File: src/rtl/indexed_list_engine_assert.svh
// Assertion helpers for the list engine; expect clk and rst_n in scope.
`ifndef INDEXED_LIST_ENGINE_ASSERT_SVH
`define INDEXED_LIST_ENGINE_ASSERT_SVH

// Same-cycle implication.
`define ILE_ASSERT_NOW(label, ante, cons, msg) \
  label: assert property (@(posedge clk) disable iff (!rst_n) (ante) |-> (cons)) \
    else $error(msg);

// Next-cycle implication.
`define ILE_ASSERT_NEXT(label, ante, cons, msg) \
  label: assert property (@(posedge clk) disable iff (!rst_n) (ante) |=> (cons)) \
    else $error(msg);

`endif

File: src/rtl/ile_pkg.sv
package ile_pkg;

  localparam int OP_W     = 3;
  localparam int POS_W    = 5;
  localparam int HANDLE_W = 32;
  localparam int COUNT_W  = 5;

  localparam int DEF_CAPACITY    = 16;
  localparam int DEF_HANDLE_BITS = 32;

  typedef enum logic [OP_W-1:0] {
    OP_INSERT_AT = 3'd0,
    OP_REMOVE_AT = 3'd1,
    OP_REMOVE_VAL = 3'd2,
    OP_GET_AT    = 3'd3,
    OP_CLEAR     = 3'd4
  } op_t;

  // Broadcast command seen by every cell; enables already include the range checks.
  typedef struct packed {
    logic ins_en;
    logic rmat_en;
    logic rmval_en;
    logic get_en;
  } cell_cmd_t;

endpackage

File: src/rtl/ile_cell.sv
module ile_cell
  import ile_pkg::*;
#(
  parameter int IDX         = 0,
  parameter int PW          = 5,
  parameter int HANDLE_BITS = DEF_HANDLE_BITS
) (
  input  logic                   clk,
  input  cell_cmd_t              cmd,
  input  logic [PW-1:0]          pos,
  input  logic [PW-1:0]          fill,
  input  logic [HANDLE_BITS-1:0] key,
  input  logic [HANDLE_BITS-1:0] left_val,
  input  logic [HANDLE_BITS-1:0] right_val,
  input  logic                   seen_in,
  output logic                   seen_out,
  input  logic [HANDLE_BITS-1:0] rd_in,
  output logic [HANDLE_BITS-1:0] rd_out,
  output logic [HANDLE_BITS-1:0] val_out
);

  localparam logic [PW-1:0] MY_IDX = PW'(IDX);

  logic [HANDLE_BITS-1:0] val_r;
  logic [HANDLE_BITS-1:0] val_nxt;
  logic                   live;
  logic                   match;

  assign live     = MY_IDX < fill;
  assign match    = cmd.rmval_en && live && (val_r == key);
  assign seen_out = seen_in | match;
  assign rd_out   = rd_in | ((cmd.get_en && pos == MY_IDX) ? val_r : '0);
  assign val_out  = val_r;

  always_comb begin
    val_nxt = val_r;
    if (cmd.ins_en) begin
      if (MY_IDX == pos) begin
        val_nxt = key;
      end else if (MY_IDX > pos) begin
        val_nxt = left_val;
      end
    end else if (cmd.rmat_en && MY_IDX >= pos) begin
      val_nxt = right_val;
    end else if (cmd.rmval_en && seen_out) begin
      // close the gap from the first match upward
      val_nxt = right_val;
    end
  end

  always_ff @(posedge clk) begin
    val_r <= val_nxt;
  end

endmodule

File: config.mk
export PLATFORM = sky130hd
export DESIGN_NAME = ile_cell
export DESIGN_NICKNAME = d
export VERILOG_FILES = /design/src/rtl/indexed_list_engine_assert.svh /design/src/rtl/ile_pkg.sv /design/src/rtl/ile_cell.sv
export SDC_FILE = /design/constraint.sdc
export NUM_CORES = 1
export LEC_CHECK = 0
export BUFFER_PORTS_ARGS = -buffer_cell sky130_fd_sc_hd__buf_2
export CAP_MARGIN = 20
export CORE_UTILIZATION = 35
export DETAILED_ROUTE_END_ITERATION = 12
export PLACE_DENSITY_LB_ADDON = 0.12
export SLEW_MARGIN = 30
export SYNTH_ARGS = -nofsm -noshare
export SYNTH_HDL_FRONTEND = slang
export SYNTH_SLANG_ARGS = --single-unit
File: constraint.sdc
create_clock -name clk -period 7.7 [get_ports clk]
set_clock_uncertainty 0.2 [all_clocks]
set_input_delay 0.385 -clock clk [delete_from_list [all_inputs] [get_ports clk]]
set_output_delay 0.385 -clock clk [all_outputs]
set_load 0.005 [all_outputs]
==> run summary <==
clk root buf -> clkbuf_8
initial antenna violation count -> 0
wire length per cell -> 14.6 microns
R2R depth -> 6
via count -> 2475
CP required -> 7110 ps
placed insts -> 501
switching part of the total power -> 27.5%
Avg Inst Size Synth -> 10.3 sq um
pre-CTS setup slack -> 4430 ps
fmax -> 0.308 GHz
Hold Path Stages -> 3
fill cell count -> 623
ratio of cells with drive above 1 in the final layout -> 51.2%
Worst Tran Pin Value -> 752 ps
Rows -> 29
Mapped Cells -> 227
gpl congestion -> 0.723
number of buffers created by CTS -> 5
library cells used by synthesis -> 23
final setup vio count -> 0
Slew Limit Fails -> 0
Synth area leader -> edfxtp_1
P_int -> 0.335 mW
Area Growth Syn to Fin -> 48.9%
first-pass GRT wire length -> 11500 microns
area occupied by multi-input gates -> 1270 sq um
switching pwr -> 0.127 mW
diode count -> 0
status -> finished, final reports clean
syn nets -> 371
clock power share -> 26.7%
setup slack after layout -> 4450 ps
total area of sequential cells -> 961 sq um
Sink Count -> 32
Setup crit end kind -> primary output
setup_tns -> 0 ps
top post-synthesis cells by area -> edfxtp_1, mux2i_1, xnor2_1
Post-Layout Cell Count -> 509
Detailed Routing Iterations Pass 1 -> 4
critical-path maximum fanout -> 34
Post-synth EDFFs -> 32
Post-DRT Antenna Nets -> 0
Core Region -> 6390 sq um
vias in the first global route -> 2334
pin count of the biggest net entering global routing -> 68
H-tree levels -> 2
GRT Total Usage -> 21.0%
max cap viols -> 0
Die W -> 83.7 microns
power per standard cell area -> 133 nW/um^2
Tmin final -> 3250 ps
DR iter-0 viols -> 68
period utilization -> 42.1%
Clock Latency Late Sink -> 280 ps
RSZ-0062 raised after global routing -> no
die height -> 83.7 microns
Final Core Density -> 54.4%
total power -> 0.462 mW
Synth Flop Type -> edfxtp_1
Ys Warns -> 0
Post-Route WL -> 7440 microns
post_cts resized -> 0
Post-synth ARST share -> 0%
Leak -> 1.69 nW
post-synth top area share -> 41.2%
CTS tree -> built
nets@finish -> 575
post-synthesis sequential element count -> 32
gr ovfl total -> 0
IR drop worst, VDD -> 0.0000543 V
synth cell count leaders -> a21o_1, a21oi_1, edfxtp_1, mux2i_1, nor2_1
Hold Buf Count CTS -> 0
register area share after synthesis -> 41.2%
hold crit path type -> input port to flop
Final Hold Fails -> 0
initial core utilization -> 36.6%
drt drc -> 0
Worst Path Arrival -> 2660 ps
crit path kind -> input port to primary output
Seq pwr share -> 47.0%
Bufs on Longest Clock Path -> 2
num ports -> 209
Mapped Area -> 2330 sq um
setup bufs post-CTS -> 0
die footprint -> 7000 sq um
clock slew at reported path FFs -> 70 ps
Via density -> 4.86
max_slew headroom -> 49.9%
CP Launch Type -> input port
max reg flops -> 32
Buffers on Ports -> 208
Logic pwr share -> 26.3%
power by group through the flow:
stage | sequential [mW] | combinational, mW | clock (mW)
final | 0.217 | 0.122 | 0.123
after global routing | 0.219 | 0.135 | 0.134
after CTS | 0.217 | 0.123 | 0.129
after detailed placement | 0.221 | 0.122 | 0
after global placement | 0.220 | 0.121 | 0
after floorplan | 0.220 | 0.0518 | 0
final timing paths:
kind	startpoint	to	slack (ps)
max	pos[2]	rd_out[17]	4450
min reg2reg	val_out[6]	val_out[27]	1000
min	right_val[24]	val_out[24]	220
max reg2reg	val_out[8]	val_out[13]	5150
worst max-delay path, stage by stage:
cell	delay, ps
buf_2	100
or4_4	560
nor2_8	590
and2_2	680
a21o_1	210
buf_2	110
cell type report:
type	count	area share (%)
Tap cell	77	2.77
Multi-Input combinational cell	181	36.6
Clock inverter	3	0.396
Timing Repair Buffer	211	30.6
Clock buffer	5	1.98
Sequential cell	32	27.6
cells in the final DEF (no fill, tap or decap), types with 5 or more instances in the layout:
cell type,synthesis,routed
buf_2,0,208
mux2i_1,32,32
nor2_1,32,32
a21oi_1,32,32
a21o_1,32,32
edfxtp_1,32,32
xnor2_1,29,29
nand4_1,7,7
clkbuf_8,0,5
metrics by stage:
stage | hold slack, ps | area (sq um)
after floorplan | 411 | 2330
after global placement | 500 | 3390
after detailed placement | 511 | 3390
after CTS | 206 | 3480
after global routing | 230 | 3480
final | 219 | 3480
cell families (layout without fill, tap and decap cells):
group	Yosys count	after routing	synth area share (%)
buf+inv	14	219	4.34
compound gates	67	67	18.0
flops	32	32	41.2
simple gates	50	50	10.8
mux	32	32	13.7
xor+xnor	32	32	12.0
routing by layer:
layer,vias up,global-route usage [%],part of all wire (%)
met5,-,0,0
met4,0,4.62,0.81
met3,5,4.85,8.7
met2,125,38.0,50
met1,1101,25.3,40
li1,1244,-,-
(Power assumes the default switching activity.)
